**config.mk**
```make
export PLATFORM = sky130hd
export DESIGN_NAME = rope3d_cordic_cell
export DESIGN_NICKNAME = d
export VERILOG_FILES = /design/src/sv/rope3d_pkg.sv /design/src/sv/rope3d_cordic_cell.sv
export SDC_FILE = /design/constraint.sdc
export NUM_CORES = 1
export LEC_CHECK = 0
export ABC_AREA = 1
export BUFFER_PORTS_ARGS = -buffer_cell sky130_fd_sc_hd__buf_2
export CORE_UTILIZATION = 44
export CTS_CLUSTER_DIAMETER = 150
export DETAILED_ROUTE_END_ITERATION = 7
export PLACE_DENSITY = 0.71
export SYNTH_ARGS = -nofsm -noshare
export SYNTH_HDL_FRONTEND = slang
export SYNTH_SLANG_ARGS = --single-unit
```
**constraint.sdc**
```tcl
create_clock -name clk -period 7.3 [get_ports clk]
set_input_delay 0.73 -clock clk [delete_from_list [all_inputs] [get_ports clk]]
set_output_delay 0.73 -clock clk [all_outputs]
set_load 0.005 [all_outputs]
```
**src/sv/rope3d_pkg.sv**
```systemverilog
package rope3d_pkg;

  // Default sizes
  localparam int DEF_MAX_PAIRS     = 64;
  localparam int DEF_POS_BITS      = 20;
  localparam int DEF_CORDIC_STAGES = 16;

  // Field widths
  localparam int IDX_W  = 6;
  localparam int FREQ_W = 32;
  localparam int POS_W  = 20;
  localparam int DATA_W = 16;
  localparam int CFG_W  = 7;

  // CORDIC datapath: x/y in Q2.30 with headroom, residual angle signed
  localparam int CV_W   = 34;
  localparam int Z_W    = 33;
  localparam int PROD_W = DATA_W + CV_W;

  // Inverse CORDIC gain, Q2.30
  localparam logic signed [CV_W-1:0] GAIN_Q30 = 34'sh026DD3B6A;

  // Request opcodes
  typedef enum logic {
    OP_ROTATE = 1'b0,
    OP_LOAD   = 1'b1
  } opcode_t;

  // Phase quadrant, top two bits of the turn fraction
  typedef enum logic [1:0] {
    QUAD_I   = 2'd0,
    QUAD_II  = 2'd1,
    QUAD_III = 2'd2,
    QUAD_IV  = 2'd3
  } quad_t;

  // Configuration register indexes
  localparam logic REG_FREQ_ALLOC = 1'b0;
  localparam logic REG_PAIR_COUNT = 1'b1;

  // Reset values of the configuration registers
  localparam logic [CFG_W-1:0] FREQ_ALLOC_RST = 7'd20;
  localparam logic [CFG_W-1:0] PAIR_COUNT_RST = 7'd64;

  typedef struct packed {
    opcode_t                   opcode;
    logic [IDX_W-1:0]          pair_index;
    logic [FREQ_W-1:0]         freq_value;
    logic [POS_W-1:0]          pos_time;
    logic [POS_W-1:0]          pos_height;
    logic [POS_W-1:0]          pos_width;
    logic signed [DATA_W-1:0]  x_even;
    logic signed [DATA_W-1:0]  x_odd;
  } in_item_t;

  typedef struct packed {
    logic signed [DATA_W-1:0]  y_even;
    logic signed [DATA_W-1:0]  y_odd;
  } out_item_t;

  // Data handed from one CORDIC cell to the next
  typedef struct packed {
    logic signed [CV_W-1:0]    x;
    logic signed [CV_W-1:0]    y;
    logic signed [Z_W-1:0]     z;
    logic [1:0]                quad;
    logic signed [DATA_W-1:0]  xe;
    logic signed [DATA_W-1:0]  xo;
  } cord_t;

  // atan(2^-i) in 2^-32 turns
  function automatic logic [FREQ_W-1:0] atan_turn(input int unsigned i);
    logic [FREQ_W-1:0] v;
    case (i)
      0:       v = 32'h20000000;
      1:       v = 32'h12E4051E;
      2:       v = 32'h09FB385B;
      3:       v = 32'h051111D4;
      4:       v = 32'h028B0D43;
      5:       v = 32'h0145D7E1;
      6:       v = 32'h00A2F61E;
      7:       v = 32'h00517C55;
      8:       v = 32'h0028BE53;
      9:       v = 32'h00145F2F;
      10:      v = 32'h000A2F98;
      11:      v = 32'h000517CC;
      12:      v = 32'h00028BE6;
      13:      v = 32'h000145F3;
      14:      v = 32'h0000A2FA;
      15:      v = 32'h0000517D;
      16:      v = 32'h000028BE;
      17:      v = 32'h0000145F;
      18:      v = 32'h00000A30;
      19:      v = 32'h00000518;
      20:      v = 32'h0000028C;
      21:      v = 32'h00000146;
      22:      v = 32'h000000A3;
      23:      v = 32'h00000051;
      default: v = '0;
    endcase
    return v;
  endfunction

endpackage

```
**src/sv/rope3d_cordic_cell.sv**
```systemverilog
module rope3d_cordic_cell import rope3d_pkg::*; #(
  parameter int IDX = 0
) (
  input  logic  clk,
  input  logic  rst_n,
  input  logic  in_valid,
  output logic  in_ready,
  input  cord_t in_data,
  output logic  out_valid,
  input  logic  out_ready,
  output cord_t out_data
);

  localparam logic [FREQ_W-1:0] ATAN = atan_turn(IDX);

  logic  valid_r;
  cord_t res_nxt, res_r;

  // One micro-rotation, direction from the sign of the residual angle
  always_comb begin
    res_nxt = in_data;
    if (!in_data.z[Z_W-1]) begin
      res_nxt.x = in_data.x - (in_data.y >>> IDX);
      res_nxt.y = in_data.y + (in_data.x >>> IDX);
      res_nxt.z = in_data.z - signed'(Z_W'(ATAN));
    end else begin
      res_nxt.x = in_data.x + (in_data.y >>> IDX);
      res_nxt.y = in_data.y - (in_data.x >>> IDX);
      res_nxt.z = in_data.z + signed'(Z_W'(ATAN));
    end
  end

  assign in_ready = !valid_r || out_ready;

  always_ff @(posedge clk) begin
    if (!rst_n) begin
      valid_r <= 1'b0;
    end else if (in_ready) begin
      valid_r <= in_valid;
    end
  end

  always_ff @(posedge clk) begin
    if (in_ready && in_valid) begin
      res_r <= res_nxt;
    end
  end

  assign out_valid = valid_r;
  assign out_data  = res_r;

endmodule

```
Yosys cells after proc, flatten, opt, wreduce, memory -nomap -nowiden
Cells that the tools add are included.
{"block": "classes", "n_addsub": 5, "multipliers": 0, "n_div": 0, "n_lt_le_gt_ge": 0, "eq_ne": 0, "shifts": 0, "muxes": 1, "bitwise_logic": 0, "reduce_logical": 3}
{"operator": "$mux W101", "n": 1}
{"operator": "$sub A34 B34 Y34", "n": 2}
{"operator": "$add A34 B34 Y34", "n": 1}
{"operator": "$add A33 B31 Y33 const B", "n": 1}
{"operator": "$sub A33 B31 Y33 const B", "n": 1}
{"operator": "$logic_and A1 B1 Y1", "n": 1}
{"operator": "$logic_not A1 Y1", "n": 1}
{"operator": "$logic_or A1 B1 Y1", "n": 1}
{"block": "word_totals", "ff_bits": 136, "latchBits": 0, "ram_bits": 0, "mem_bits_ro": 0, "input_bits": 139, "word_cells": 16, "mem_count": 0}

Logic depth before layout (Yosys ltp)
{"block": "depth", "word_depth": 3, "depth_mapped": 18, "mapped_depth_nobuf": 17}

Worst setup path after synthesis
No wires, ideal clock.
{"block": "synth_path", "path_type": "input-to-reg", "from": "input port in_valid", "to": "register res_r (netlist bit out_data[0]), enable pin", "setup_ps": 671, "arrival_ps": 7217, "required_time_ps": 6629, "slack_ps": -588, "path_stages": 2, "cell_sequence": "inv_1 -> a21oi_1"}
{"block": "synth_between", "elab_chain_len": 1}
{"item": "start, declared", "line_no": "rope3d_cordic_cell.sv:6", "rtl": "input logic in_valid,"}
{"item": "$logic_and A1 B1 Y1", "line_no": "rope3d_cordic_cell.sv:44", "rtl": "if (in_ready && in_valid) begin"}
{"item": "end signal, assigned", "line_no": "rope3d_cordic_cell.sv:45", "rtl": "res_r <= res_nxt;"}
{"item": "end, declared", "line_no": "rope3d_cordic_cell.sv:17", "rtl": "cord_t res_nxt, res_r;"}
Every way passes these cells.
A chain may end at the register's enable or synchronous reset.

==> impl_metrics.env <==
export IMPL_yosys_register_bits=135
export IMPL_r2r_start="out_valid"
export IMPL_power_per_cell_area_nw_per_um2=196
export IMPL_tns_ns=0
export IMPL_gp_congestion=0.946
export IMPL_viasPerCell=5.32
export IMPL_clk_latency_ns=0.43
export IMPL_max_freq_mhz=363
export IMPL_fin_crit_ns=2.75
export IMPL_synth_commonest_cells="405 x nand2_1, 206 x inv_1, 140 x nor2_1, 137 x nand3_1, 134 x edfxtp_1"
export IMPL_worst_pin_slew_ns=0.913
export IMPL_crit_type="primary input to flop"
export IMPL_cts_tree="yes"
export IMPL_nets=2045
export IMPL_required_ns=7.47
export IMPL_synth_area_um2=11400
export IMPL_cts_max_path_buffers=2
export IMPL_cp_start_kind="primary input"
export IMPL_synth_ff_type="edfxtp_1"
export IMPL_wire_per_inst_um=17.9
export IMPL_endpoint_kind="flop"
export IMPL_post_route_drc_count=0
export IMPL_place_hpwl_mm=31.0
export IMPL_async_flop_share_pct=0
export IMPL_cp_slowest_stage_delay_ns=0.62
export IMPL_gr_total_overflow=0
export IMPL_syn_inst=1549
export IMPL_firstDrtPassIters=5
export IMPL_routed_wl_mm=38.3
export IMPL_seq_area_um2=4040
export IMPL_critical_path_top_delay_family="simple AND/OR/NAND/NOR gates"
export IMPL_cap_violations=0
export IMPL_synth_edf_count=134
export IMPL_yosysWarningCount=0
export IMPL_post_cts_buffers=0
export IMPL_synth_area_per_cell_um2=7.39
export IMPL_status="finished, final reports clean"
export IMPL_fin_total_pwr_mw=2.66
export IMPL_initial_utilization_pct=45.2
export IMPL_critPathMostFrequentCell="nand2_1"
export IMPL_synth_top_area_cell="edfxtp_1"
export IMPL_cts_root_buf="clkbuf_16"
export IMPL_cts_hold_buf=0
export IMPL_final_cells=2143
export IMPL_place_ws_ns=4.16
export IMPL_cts_buffers=17
export IMPL_synth_most_common_cell="nand2_1"
export IMPL_die_w_um=163
export IMPL_ys_seq_area_share_pct=35.3
export IMPL_place_port_buffers=275
export IMPL_ys_top_cells_by_area="edfxtp_1 35%, nand2_1 13%, ha_1 11%"
export IMPL_cts_sinks=135
export IMPL_min_delay_start="in_data[7]"
export IMPL_max_slew_margin_pct=39.1
export IMPL_yosysTopAreaCellShare_pct=35.2
export IMPL_die_area_um2=26700
export IMPL_crit_path_cell_trace="buf_2, inv_1, ha_1, inv_1, a21oi_2, nor2_1, nor2_1, nand2_1, nand2_1, nand2_1, nand3_1, nand3_1, nand3_1, nand2_1"
export IMPL_grt_pass1_wl_mm=57.9
export IMPL_clkTransAtPathRegs_ns=0.07
export IMPL_rows=58
export IMPL_grt_pass1_vias=10947
export IMPL_slowest_stage="ha_1"
export IMPL_n_antenna_cell=0
export IMPL_final_hold_viol_count=0
export IMPL_setup_viol=0
export IMPL_cp_max_fo=13
export IMPL_p_leak_nw=6.70
export IMPL_die_h_um=163
export IMPL_fin_area_um2=13600
export IMPL_fillCellCount=2479
export IMPL_fin_worst_skew_ns=0.0168
export IMPL_multi_input_area_um2=6310
export IMPL_grt_max_degree=76
export IMPL_h_tree_depth=4
export IMPL_path_buf_inv=3
export IMPL_dp_cells=2112
export IMPL_place_area_um2=13000
export IMPL_antenna_found_initial=0
export IMPL_post_cts_resized=0
export IMPL_synth_cell_types=47
export IMPL_arrival_ns=2.92
export IMPL_final_antenna_net_count=0
export IMPL_fin_ws_ns=4.55
export IMPL_drt_iter0_markers=1088
export IMPL_drive_gt1_share_pct=20.0
export IMPL_rsz0062_at_grt="no"
export IMPL_synth_net_count=1793
export IMPL_finalMaxSlewViolations=0
export IMPL_num_vias=11393
export IMPL_area_delta_synth_final_pct=18.4
export IMPL_cp_startpoint="in_data[71]"
export IMPL_io_pins=276
export IMPL_min_delay_path_class="primary input to flop"
export IMPL_coreArea_um2=25300
export IMPL_finalCritPeriodShare_pct=37.7
export IMPL_vdd_drop_max_v=0.000131
export IMPL_track_usage_pct=28.6
-- through the flow --
stage | utilization [%] | hold slack [ns]
floorplan | - | 0.536
global placement | 51.2 | 0.531
detailed placement | 51.2 | 0.545
CTS | 53.5 | 0.463
global route | 53.5 | 0.460
finish | 53.5 | 0.474
-- layout make-up --
| cell class | instances | share of cell area (%) |
|---|---|---|
| repair buffers | 279 | 10.4 |
| well taps | 330 | 3.05 |
| inverters | 211 | 5.86 |
| flip-flops and latches | 135 | 29.8 |
| multi-input cells | 1157 | 46.5 |
| clock buffers | 17 | 3.14 |
| clock inverters | 14 | 1.21 |
-- kinds of logic (layout without fill, tap and decap cells) --
| group | Yosys count | count (layout) | share of synthesized area [%] |
|---|---|---|---|
| multiplexers | 2 | 2 | 0.175 |
| flip-flops | 135 | 135 | 35.3 |
| AND/OR/NAND/NOR | 748 | 748 | 27.8 |
| XOR/XNOR | 28 | 28 | 2.14 |
| AO/OA/AOI/OAI | 274 | 274 | 13.2 |
| buffers and inverters | 257 | 521 | 9.64 |
| adder cells (fa/ha/maj) | 105 | 105 | 11.7 |
-- sequential cells by signal, summed over array words and instances, names as in the netlist --
register,cells
out_data,134
out_valid,1
-- layer usage --
layer	share of wire (%)	GRT usage [%]	vias to the layer above
met5	0	0	-
met3	7.2	3.17	47
met4	2.1	9.64	0
met1	45	38.4	5257
met2	46	47.7	488
li1	-	-	5601
-- final timing paths --
check | endpoint | slack [ns] | cells after the start
worst max-delay path | out_data[132] | 4.55 | 14
worst min-delay path | out_data[7] | 0.47 | 1
worst max register to register | out_data[76] | 5.68 | 2
worst min register to register | out_valid | 0.55 | 2
-- power by group --
part / internal [mW] / leakage [nW] / switching [mW]
clock network: 0.512 / 0.285 / 0.390
logic: 0.262 / 5.10 / 0.529
registers: 0.945 / 1.31 / 0.0181
-- cell usage in the layout (no fill, tap or decap), types with 3 or more instances in the layout --
master	Yosys	layout
nand3_1	137	137
a31oi_1	3	3
nand2_1	405	405
o21ai_1	14	14
nand2_2	11	11
o31ai_1	4	4
buf_2	13	275
inv_1	206	206
o21a_1	4	4
or2_2	4	4
a21o_1	9	9
clkbuf_16	0	17
o21ai_2	5	5
fa_1	4	4
nor2_1	140	140
o211ai_1	5	5
nor3_1	15	15
nand4_1	11	11
edfxtp_1	134	134
a21oi_2	7	7
buf_4	18	4
ha_1	101	101
nor2_4	3	3
xor2_1	26	26
inv_2	4	4
nor2_2	9	9
o22ai_1	4	4
o21bai_1	8	8
nor3_2	4	4
inv_6	0	5
o21ai_0	80	80
a21oi_1	127	126
-- worst reg2reg max path, cell delays in order, from the launching register on --
cell and delay (ns):
dfxtp_1 0.34, a21oi_4 0.15, buf_4 0.70
Power figures use the tool's default switching activity.
