## src/sv/rope3d_pkg.sv

```systemverilog
package rope3d_pkg;

  // Default sizes
  localparam int DEF_MAX_PAIRS     = 64;
  localparam int DEF_POS_BITS      = 20;
  localparam int DEF_CORDIC_STAGES = 16;

  // Field widths
  localparam int IDX_W  = 6;
  localparam int FREQ_W = 32;
  localparam int POS_W  = 20;
  localparam int DATA_W = 16;
  localparam int CFG_W  = 7;

  // CORDIC datapath: x/y in Q2.30 with headroom, residual angle signed
  localparam int CV_W   = 34;
  localparam int Z_W    = 33;
  localparam int PROD_W = DATA_W + CV_W;

  // Inverse CORDIC gain, Q2.30
  localparam logic signed [CV_W-1:0] GAIN_Q30 = 34'sh026DD3B6A;

  // Request opcodes
  typedef enum logic {
    OP_ROTATE = 1'b0,
    OP_LOAD   = 1'b1
  } opcode_t;

  // Phase quadrant, top two bits of the turn fraction
  typedef enum logic [1:0] {
    QUAD_I   = 2'd0,
    QUAD_II  = 2'd1,
    QUAD_III = 2'd2,
    QUAD_IV  = 2'd3
  } quad_t;

  // Configuration register indexes
  localparam logic REG_FREQ_ALLOC = 1'b0;
  localparam logic REG_PAIR_COUNT = 1'b1;

  // Reset values of the configuration registers
  localparam logic [CFG_W-1:0] FREQ_ALLOC_RST = 7'd20;
  localparam logic [CFG_W-1:0] PAIR_COUNT_RST = 7'd64;

  typedef struct packed {
    opcode_t                   opcode;
    logic [IDX_W-1:0]          pair_index;
    logic [FREQ_W-1:0]         freq_value;
    logic [POS_W-1:0]          pos_time;
    logic [POS_W-1:0]          pos_height;
    logic [POS_W-1:0]          pos_width;
    logic signed [DATA_W-1:0]  x_even;
    logic signed [DATA_W-1:0]  x_odd;
  } in_item_t;

  typedef struct packed {
    logic signed [DATA_W-1:0]  y_even;
    logic signed [DATA_W-1:0]  y_odd;
  } out_item_t;

  // Data handed from one CORDIC cell to the next
  typedef struct packed {
    logic signed [CV_W-1:0]    x;
    logic signed [CV_W-1:0]    y;
    logic signed [Z_W-1:0]     z;
    logic [1:0]                quad;
    logic signed [DATA_W-1:0]  xe;
    logic signed [DATA_W-1:0]  xo;
  } cord_t;

  // atan(2^-i) in 2^-32 turns
  function automatic logic [FREQ_W-1:0] atan_turn(input int unsigned i);
    logic [FREQ_W-1:0] v;
    case (i)
      0:       v = 32'h20000000;
      1:       v = 32'h12E4051E;
      2:       v = 32'h09FB385B;
      3:       v = 32'h051111D4;
      4:       v = 32'h028B0D43;
      5:       v = 32'h0145D7E1;
      6:       v = 32'h00A2F61E;
      7:       v = 32'h00517C55;
      8:       v = 32'h0028BE53;
      9:       v = 32'h00145F2F;
      10:      v = 32'h000A2F98;
      11:      v = 32'h000517CC;
      12:      v = 32'h00028BE6;
      13:      v = 32'h000145F3;
      14:      v = 32'h0000A2FA;
      15:      v = 32'h0000517D;
      16:      v = 32'h000028BE;
      17:      v = 32'h0000145F;
      18:      v = 32'h00000A30;
      19:      v = 32'h00000518;
      20:      v = 32'h0000028C;
      21:      v = 32'h00000146;
      22:      v = 32'h000000A3;
      23:      v = 32'h00000051;
      default: v = '0;
    endcase
    return v;
  endfunction

endpackage

```

## src/sv/rope3d_front.sv

```systemverilog
module rope3d_front import rope3d_pkg::*; #(
  parameter int MAX_PAIRS = DEF_MAX_PAIRS,
  parameter int POS_BITS  = DEF_POS_BITS
) (
  input  logic             clk,
  input  logic             rst_n,
  input  logic             cfg_we,
  input  logic             cfg_index,
  input  logic [CFG_W-1:0] cfg_data,
  input  logic             in_valid,
  output logic             in_ready,
  input  in_item_t         in_item,
  output logic             out_valid,
  input  logic             out_ready,
  output cord_t            out_data
);

  localparam int AW = (MAX_PAIRS > 1) ? $clog2(MAX_PAIRS) : 1;
  localparam int PW = (POS_BITS < POS_W) ? POS_BITS : POS_W;

  // Pair index folded into the table depth by shifted compare and subtract
  function automatic logic [AW-1:0] fold_addr(input logic [IDX_W-1:0] idx);
    int a;
    a = int'(idx);
    for (int k = IDX_W - 1; k >= 0; k--) begin
      if (a >= (MAX_PAIRS << k)) begin
        a = a - (MAX_PAIRS << k);
      end
    end
    return AW'(a);
  endfunction

  logic [CFG_W-1:0]         freq_alloc_r, pair_count_r;
  logic [CFG_W-1:0]         hw_end;
  logic                     use_hw;
  logic [POS_W-1:0]         pos_sel;
  logic [AW-1:0]            addr;
  logic                     accept, rot_acc, load_acc;

  logic [FREQ_W-1:0]        freq_mem [MAX_PAIRS];

  logic                     a_valid_r, a_ready;
  logic [PW-1:0]            a_pos_r;
  logic [FREQ_W-1:0]        a_freq_r;
  logic signed [DATA_W-1:0] a_xe_r, a_xo_r;

  logic                     b_valid_r, b_ready;
  logic [FREQ_W-1:0]        phase_nxt;
  cord_t                    cell_nxt, b_data_r;

  // Configuration registers
  always_ff @(posedge clk) begin
    if (!rst_n) begin
      freq_alloc_r <= FREQ_ALLOC_RST;
      pair_count_r <= PAIR_COUNT_RST;
    end else if (cfg_we) begin
      case (cfg_index)
        REG_FREQ_ALLOC: freq_alloc_r <= cfg_data;
        REG_PAIR_COUNT: pair_count_r <= cfg_data;
        default: ;
      endcase
    end
  end

  // Position select: low pairs use height/width, top pairs use time
  always_comb begin
    hw_end  = (pair_count_r > freq_alloc_r) ? pair_count_r - freq_alloc_r : '0;
    use_hw  = {1'b0, in_item.pair_index} < hw_end;
    if (use_hw) begin
      pos_sel = in_item.pair_index[0] ? in_item.pos_width : in_item.pos_height;
    end else begin
      pos_sel = in_item.pos_time;
    end
    addr = fold_addr(in_item.pair_index);
  end

  assign a_ready  = !a_valid_r || b_ready;
  assign b_ready  = !b_valid_r || out_ready;
  assign in_ready = a_ready;
  assign accept   = in_valid && in_ready;
  assign rot_acc  = accept && (in_item.opcode == OP_ROTATE);
  assign load_acc = accept && (in_item.opcode == OP_LOAD);

  // Frequency table, registered read
  always_ff @(posedge clk) begin
    if (load_acc) begin
      freq_mem[addr] <= in_item.freq_value;
    end
    if (rot_acc) begin
      a_freq_r <= freq_mem[addr];
    end
  end

  // Stage A: table read, position and pair captured
  always_ff @(posedge clk) begin
    if (!rst_n) begin
      a_valid_r <= 1'b0;
    end else if (a_ready) begin
      a_valid_r <= rot_acc;
    end
  end

  always_ff @(posedge clk) begin
    if (rot_acc) begin
      a_pos_r <= pos_sel[PW-1:0];
      a_xe_r  <= in_item.x_even;
      a_xo_r  <= in_item.x_odd;
    end
  end

  // Stage B: phase = position * step mod 2^32, CORDIC seed
  always_comb begin
    phase_nxt      = FREQ_W'(a_pos_r) * a_freq_r;
    cell_nxt.x     = GAIN_Q30;
    cell_nxt.y     = '0;
    cell_nxt.z     = signed'(Z_W'(phase_nxt[29:0]));
    cell_nxt.quad  = phase_nxt[31:30];
    cell_nxt.xe    = a_xe_r;
    cell_nxt.xo    = a_xo_r;
  end

  always_ff @(posedge clk) begin
    if (!rst_n) begin
      b_valid_r <= 1'b0;
    end else if (b_ready) begin
      b_valid_r <= a_valid_r;
    end
  end

  always_ff @(posedge clk) begin
    if (b_ready && a_valid_r) begin
      b_data_r <= cell_nxt;
    end
  end

  assign out_valid = b_valid_r;
  assign out_data  = b_data_r;

endmodule

```

## config.mk

```make
export PLATFORM = sky130hd
export DESIGN_NAME = rope3d_front
export DESIGN_NICKNAME = d
export VERILOG_FILES = /design/src/sv/rope3d_pkg.sv /design/src/sv/rope3d_front.sv
export SDC_FILE = /design/constraint.sdc
export NUM_CORES = 2
export LEC_CHECK = 0
export BUFFER_PORTS_ARGS = -buffer_cell sky130_fd_sc_hd__buf_2
export CELL_PAD_IN_SITES_DETAIL_PLACEMENT = 1
export CELL_PAD_IN_SITES_GLOBAL_PLACEMENT = 2
export CORE_ASPECT_RATIO = 2
export CORE_UTILIZATION = 45
export CTS_CLUSTER_SIZE = 8
export DETAILED_ROUTE_END_ITERATION = 7
export PLACE_DENSITY_LB_ADDON = 0.12
export SETUP_SLACK_MARGIN = 0.2
export SYNTH_ARGS = -nofsm -noshare
export SYNTH_HDL_FRONTEND = slang
export SYNTH_SLANG_ARGS = --single-unit
```

## constraint.sdc

```tcl
create_clock -name clk -period 7.53 [get_ports clk]
set_input_delay 0.753 -clock clk [delete_from_list [all_inputs] [get_ports clk]]
set_output_delay 0.753 -clock clk [all_outputs]
set_load 0.01 [all_outputs]
```

; Yosys cells after proc, flatten, opt, wreduce, memory -nomap -nowiden
; Memories as Yosys holds them, arrays and structs flattened. A register that Yosys moved wholly into a read port is not among the register bits.
; Cells that the tools add are included.
[totals]
input_bits = 144
word_cells = 33
n_memories = 1
mem_bits_rw = 2048
out_inout_bits = 137
regBits = 132
[classes]
n_bitwise = 2
mux = 5
multipliers = 1
reduce_logical = 10
magnitude_cmp = 2
n_addsub = 1
[memory_table]
columns = name, depth, width, rd, rd_clocked_by_memory_dff, write_ports, line
row1 = freq_mem, 64, 32, 1, 1, 1, rope3d_front.sv:40  ; logic [FREQ_W-1:0] freq_mem [MAX_PAIRS];
[ops]
columns = op, count
row1 = two-way mux 20 bit, 2
row2 = multiplier 20 x 32 -> 32 bit, 1
row3 = greater-than comparator 7 bit, 1
row4 = < comparator 6 x 7 -> 1 bit, 1
row5 = two-way mux 7 bit, 1
row6 = subtractor 7 bit, 1
row7 = logical AND 1 bit, 4
row8 = AND reduction 2 bit, 2
row9 = logical NOT 1 bit, 2
row10 = logical OR 1 bit, 2
row11 = two-way mux 1 bit, 2
row12 = NOT 1 bit, 2

; Logic depth before layout (Yosys ltp)
[logic_depth]
depth_word = 7
mapped_depth = 26
mapped_depth_nobuf = 24

; Worst setup path after synthesis
; No wires, ideal clock.
[synth_path]
path_kind = register to register
from = register a_pos_r[3]
to = register b_data_r, in the netlist out_data[33] (data pin)
stages_incl_launch_ff = 26
arrival_ns = 6.372
path_buffers = 2
required_time_ns = 7.269
synth_period_minus_slack_ns = 6.633
slack_ns = 0.897
setup_ns = 0.261
cell_sequence = edfxtp_1 > clkbuf_1 > clkbuf_1 > and2_1 > fa_1 > fa_1 > inv_1 > fa_1 > inv_1 > fa_1 > inv_1 > fa_1 > inv_1 > fa_1 > inv_1 > fa_1 > inv_1 > ha_1 > a21o_1 > o21bai_1 > a311oi_2 > a31oi_1 > a21o_1 > a2111oi_2 > o211ai_1 > xnor2_1
[synth_via]
elab_chain_cells = 1
[synth_lines]
columns = element, line
row1 = start: declaration, rope3d_front.sv:43  ; logic [PW-1:0] a_pos_r;
row2 = start signal: assignment, rope3d_front.sv:105  ; a_pos_r <= pos_sel[PW-1:0];
row3 = multiplier 20 x 32 -> 32 bit, rope3d_front.sv:113  ; phase_nxt = FREQ_W'(a_pos_r) * a_freq_r;
row4 = net phase_nxt[31], rope3d_front.sv:48  ; logic [FREQ_W-1:0] phase_nxt;
row5 = end signal: assignment, rope3d_front.sv:132  ; b_data_r <= cell_nxt;
row6 = end: declaration, rope3d_front.sv:49  ; cord_t cell_nxt, b_data_r;
; The timed path passes the listed nets, and every way through them passes these cells.
; A chain may end at the register's enable or synchronous reset.

; Final worst setup path
[layout_path]
from = register a_pos_r[4]
to = register b_data_r, in the netlist out_data[32] (data pin)
; Same word-level chain as after synthesis.

==> impl_metrics.csv <==
group,metric,value,unit
sta,fmax,140.8,MHz
drt,viasPerCell,6.268,
worst_setup_path,reg2reg_from,"a_pos_r[4]",
sta,hold_ws,0.06508,ns
placement,placement.io_buffers,209,
layout,drive_gt1_share,19.05,%
worst_setup_path,cp_max_fo,11,
drt,drt_wl_total,346.9,mm
placement,dpl.hpwl,223.4,mm
logic_synthesis,seq_area_frac_synth,68.44,%
logic_synthesis,synthArstFlopShare,0,%
layout,stdcell_count,9401,
placement,placed_area,102700,um^2
floorplan,num_rows,240,
job,maxCapViolCount,0,
worst_setup_path,max_stage_delay,0.53,ns
drt,first_pass_iters,5,
sta,drv_slew,0,
clock_network,tritoncts,"built",
drt,ant_nets,0,
logic_synthesis,synth_area,96820,um^2
drt,drc,0,
sta,hold_viol,0,
pwr,p_total,0.05242,W
clock_network,clockRootBuffer,"clkbuf_16",
floorplan,fp.dieW,330.0,um
placement,gp_congestion,0.9064,
clock_network,numCtsBuffers,319,
logic_synthesis,syn_avg_cell_area,15.92,um^2
logic_synthesis,synth-edff-count,2196,
layout,fin_area,111400,um^2
sta,final.period_utilization,94.32,%
logic_synthesis,ys_warn_count,0,
drt,wl_per_cell,36.90,um
logic_synthesis,synth_compound_gate_area_share,8.863,%
floorplan,ios,281,
pwr,switchingPower,0.01989,W
pwr,vdd_ir_drop_max,949.1,uV
layout,fin_nets,7167,
worst_setup_path,crit_buf_inv,6,
logic_synthesis,synthAdderAreaFrac,8.521,%
drt,dr.first_iter.drc_count,4961,
pwr,power_leakage,38.69,nW
floorplan,design.die.area,217100,um^2
logic_synthesis,synthSimpleGateAreaFrac,4.408,%
worst_setup_path,critical_path_arrival,7.70,ns
pwr,pwr-share-clk,24.2,%
sta,min_period,7.102,ns
pwr,power.internal,0.03252,W
clock_network,clk_latency,0.87,ns
clock_network,cts_buffer_depth,4,
clock_network,cts.clk_slew.worst_paths,0.06,ns
drt,vias,58930,
min_path,hold_path.class,"in2reg",
sta,maxSlewHeadroom,8.897,%
floorplan,die_h,658.0,um
global_route,gr-usage-all-layers,32.01,%
logic_synthesis,synthDistinctLibCells,71,
clock_network,clock_sinks,2212,
logic_synthesis,synth_cells,6082,
worst_setup_path,crit_chain,"buf_12 -> buf_4 -> and2_1 -> fa_1 -> fa_1 -> inv_1 -> fa_1 -> inv_1 -> fa_1 -> fa_1 -> fa_1 -> inv_1 -> fa_1 -> inv_1 -> ha_1 -> and4_1 -> nand2_1 -> or4_1 -> nor3_1 -> a211oi_2 -> o31ai_2 -> a21oi_1 -> xnor2_1",
sta,worst_slew_pin_slew,1.367,ns
logic_synthesis,synth_ff_type,"edfxtp_1",
worst_setup_path,critPathLaunch,"a_pos_r[4]",
logic_synthesis,synth-seq-cells,2212,
worst_setup_path,crit_required,8.13,ns
placement,place_inst,9014,
sta,grt_setup_unrepaired,"no",
worst_setup_path,critPathCaptureType,"flop",
sta,setup_viol,0,
sta,finalWorstSetupSlack,0.4275,ns
global_route,antenna_found_initial,18,
logic_synthesis,synth_xor_area_share,0.5970,%
worst_setup_path,cp-start-kind,"flop",
worst_setup_path,path_common_cell,"fa_1",
placement,pre_cts_slack,-0.08291,ns
status,status,"complete, no violations",
worst_setup_path,critical_path_class,"reg2reg",
floorplan,start_util,45.28,%
global_route,grt_pass1_wl,481.1,mm
worst_setup_path,crit_family,"adder cells",
worst_setup_path,cp_slowest_cell,"fa_1",
pwr,pwr-share-comb,47.7,%
logic_synthesis,synth_top_family_by_area,"compound AO/OA/AOI/OAI gates",
global_route,grt_overflow,0,
layout,area_growth,15.11,%
logic_synthesis,synthMuxAreaShare,5.257,%
pwr,power_density,470.3,nW/um^2
min_path,hold_start,"in_item[19]",
global_route,grt_pass1_vias,63070,
floorplan,core_area,213800,um^2
global_route,grt_max_degree,73,
clock_network,cts.htree.levels,5,
pwr,pwr-share-seq,28.1,%
pwr,switching_share,37.95,%
sta,clock-skew-final,0.05494,ns
==> power by group through the flow <==
stage | Sequential [W] | Combinational [W] | Clock (W)
5_1_grt | 0.0148 | 0.0273 | 0.0132
3_3_place_gp | 0.0150 | 0.0237 | 0
2_1_floorplan | 0.0150 | 0.0144 | 0
6_report | 0.0148 | 0.0250 | 0.0127
3_5_place_dp | 0.0150 | 0.0243 | 0
4_1_cts | 0.0148 | 0.0245 | 0.0128
==> worst reg2reg max path: cells and delay by family (launching register included) <==
| kind | cells | cell delay (ns) |
|---|---|---|
| buffers and inverters | 6 | 0.62 |
| AO/OA/AOI/OAI | 3 | 0.49 |
| AND/OR/NAND/NOR | 5 | 1.28 |
| flip-flops | 1 | 0.49 |
| adder cells (fa/ha/maj) | 8 | 3.79 |
| XOR/XNOR | 1 | 0.13 |
==> logic make-up (layout without fill, tap and decap cells) <==
logic type,count (synthesis),after routing
buffers and inverters,860,1318
AOI/OAI and AO/OA,1173,1173
xor gates and xnor gates,66,66
other,2,80
DFF,2212,2212
muxes,393,393
adders and majority gates,447,447
and+or+nand+nor,929,929
==> cells in the mapped netlist (all sizes together) (4+ instances only) <==
cell type	number	share of area (%)
o21a	5	0.039
nor3	20	0.11
inv	425	1.6
nor2	236	0.92
nand3	27	0.14
dfxtp	16	0.33
edfxtp	2196	68
xor2	17	0.15
o2111ai	6	0.054
a21boi	12	0.093
mux2i	135	1.4
ha	93	1.2
fa	354	7.3
a22oi	269	2.1
a21oi	197	1.0
o22a	18	0.16
a22o	78	0.71
a21o	15	0.12
nand3b	4	0.031
nand4	16	0.10
a221o	4	0.041
o21bai	5	0.039
nor2b	8	0.052
o21ai	66	0.34
and2	211	1.4
a221oi	301	2.7
a211oi	12	0.093
clkbuf	169	0.66
a41oi	9	0.081
nand2b	5	0.032
o31ai	5	0.044
nand2	370	1.4
mux4	74	1.7
nor4	15	0.097
a41o	4	0.041
o221ai	4	0.036
mux2	184	2.1
buf	266	1.6
xnor2	49	0.44
and3	6	0.039
a31oi	62	0.40
o211ai	17	0.13
o22ai	69	0.45
==> flip-flops by register name, indices dropped and copies added (netlist names), 7 cells and up <==
register	count
a_xe_r	16
a_pos_r	20
out_data	64
freq_alloc_r	7
a_freq_r	32
pair_count_r	7
a_xo_r	16
freq_mem	2048
==> repair_timing <==
item                                    4_1_cts  5_1_grt
setup buffers                                 4       20
resized for setup                             3       14
cloned                                        0        0
endpoints found under the setup margin        8        8
hold buffers                                  0        0
pin swaps                                     0        3
==> routing by layer <==
metal / up-vias / global-route usage (%) / part of all wire, %
li1: 23870 / - / -
met1: 31520 / 34.13 / 33
met2: 2657 / 58.42 / 54
met3: 878 / 4.676 / 6.0
met4: 8 / 20.30 / 7.3
met5: - / 0 / 0.016
==> cell type report <==
class / count / area, um^2
Multi-Input combinational cell: 3079 / 27790
Timing Repair Buffer: 539 / 3890
Clock inverter: 16 / 156.4
Clock buffer: 338 / 8245
Inverter: 425 / 1598
Fill cell: 19950 / 102400
Antenna cell: 9 / 22.52
Tap cell: 2783 / 3482
Sequential cell: 2212 / 66260
==> through the flow <==
step,utilization (%),setup TNS (ns)
5_1_grt,52.13,0
3_3_place_gp,48.06,0
6_report,52.13,0
2_1_floorplan,-,0
3_5_place_dp,48.06,-0.08555
4_1_cts,52.00,0
==> placed cells by master, fill, tap and decap left out, types with 14 or more instances in the layout <==
| cell type | count |
|---|---|
| edfxtp_1 | 2196 |
| inv_1 | 422 |
| nand2_1 | 365 |
| fa_1 | 352 |
| clkbuf_16 | 328 |
| buf_4 | 301 |
| a221oi_1 | 299 |
| a22oi_1 | 269 |
| and2_1 | 208 |
| buf_2 | 206 |
| a21oi_1 | 196 |
| mux2_2 | 182 |
| nor2_1 | 153 |
| mux2i_1 | 135 |
| ha_1 | 90 |
| nor2_4 | 80 |
| a22o_1 | 78 |
| mux4_2 | 74 |
| conb_1 | 71 |
| o22ai_1 | 69 |
| o21ai_0 | 62 |
| a31oi_1 | 62 |
| xnor2_1 | 49 |
| buf_12 | 26 |
| nand3_1 | 25 |
| o22a_1 | 18 |
| xor2_1 | 17 |
| o211ai_1 | 17 |
| nand4_1 | 16 |
| dfxtp_1 | 16 |
| a21o_1 | 15 |
| nor3_1 | 15 |
| nor4_1 | 14 |
==> worst paths after layout <==
kind | to | slack [ns] | cells after the start
max | out_data[32] | 0.43 | 23
min | a_xe_r[3] | 0.07 | 1
max reg2reg | out_data[32] | 0.43 | 23
min reg2reg | out_data[29] | 0.42 | 0
(Power assumes the default switching activity.)
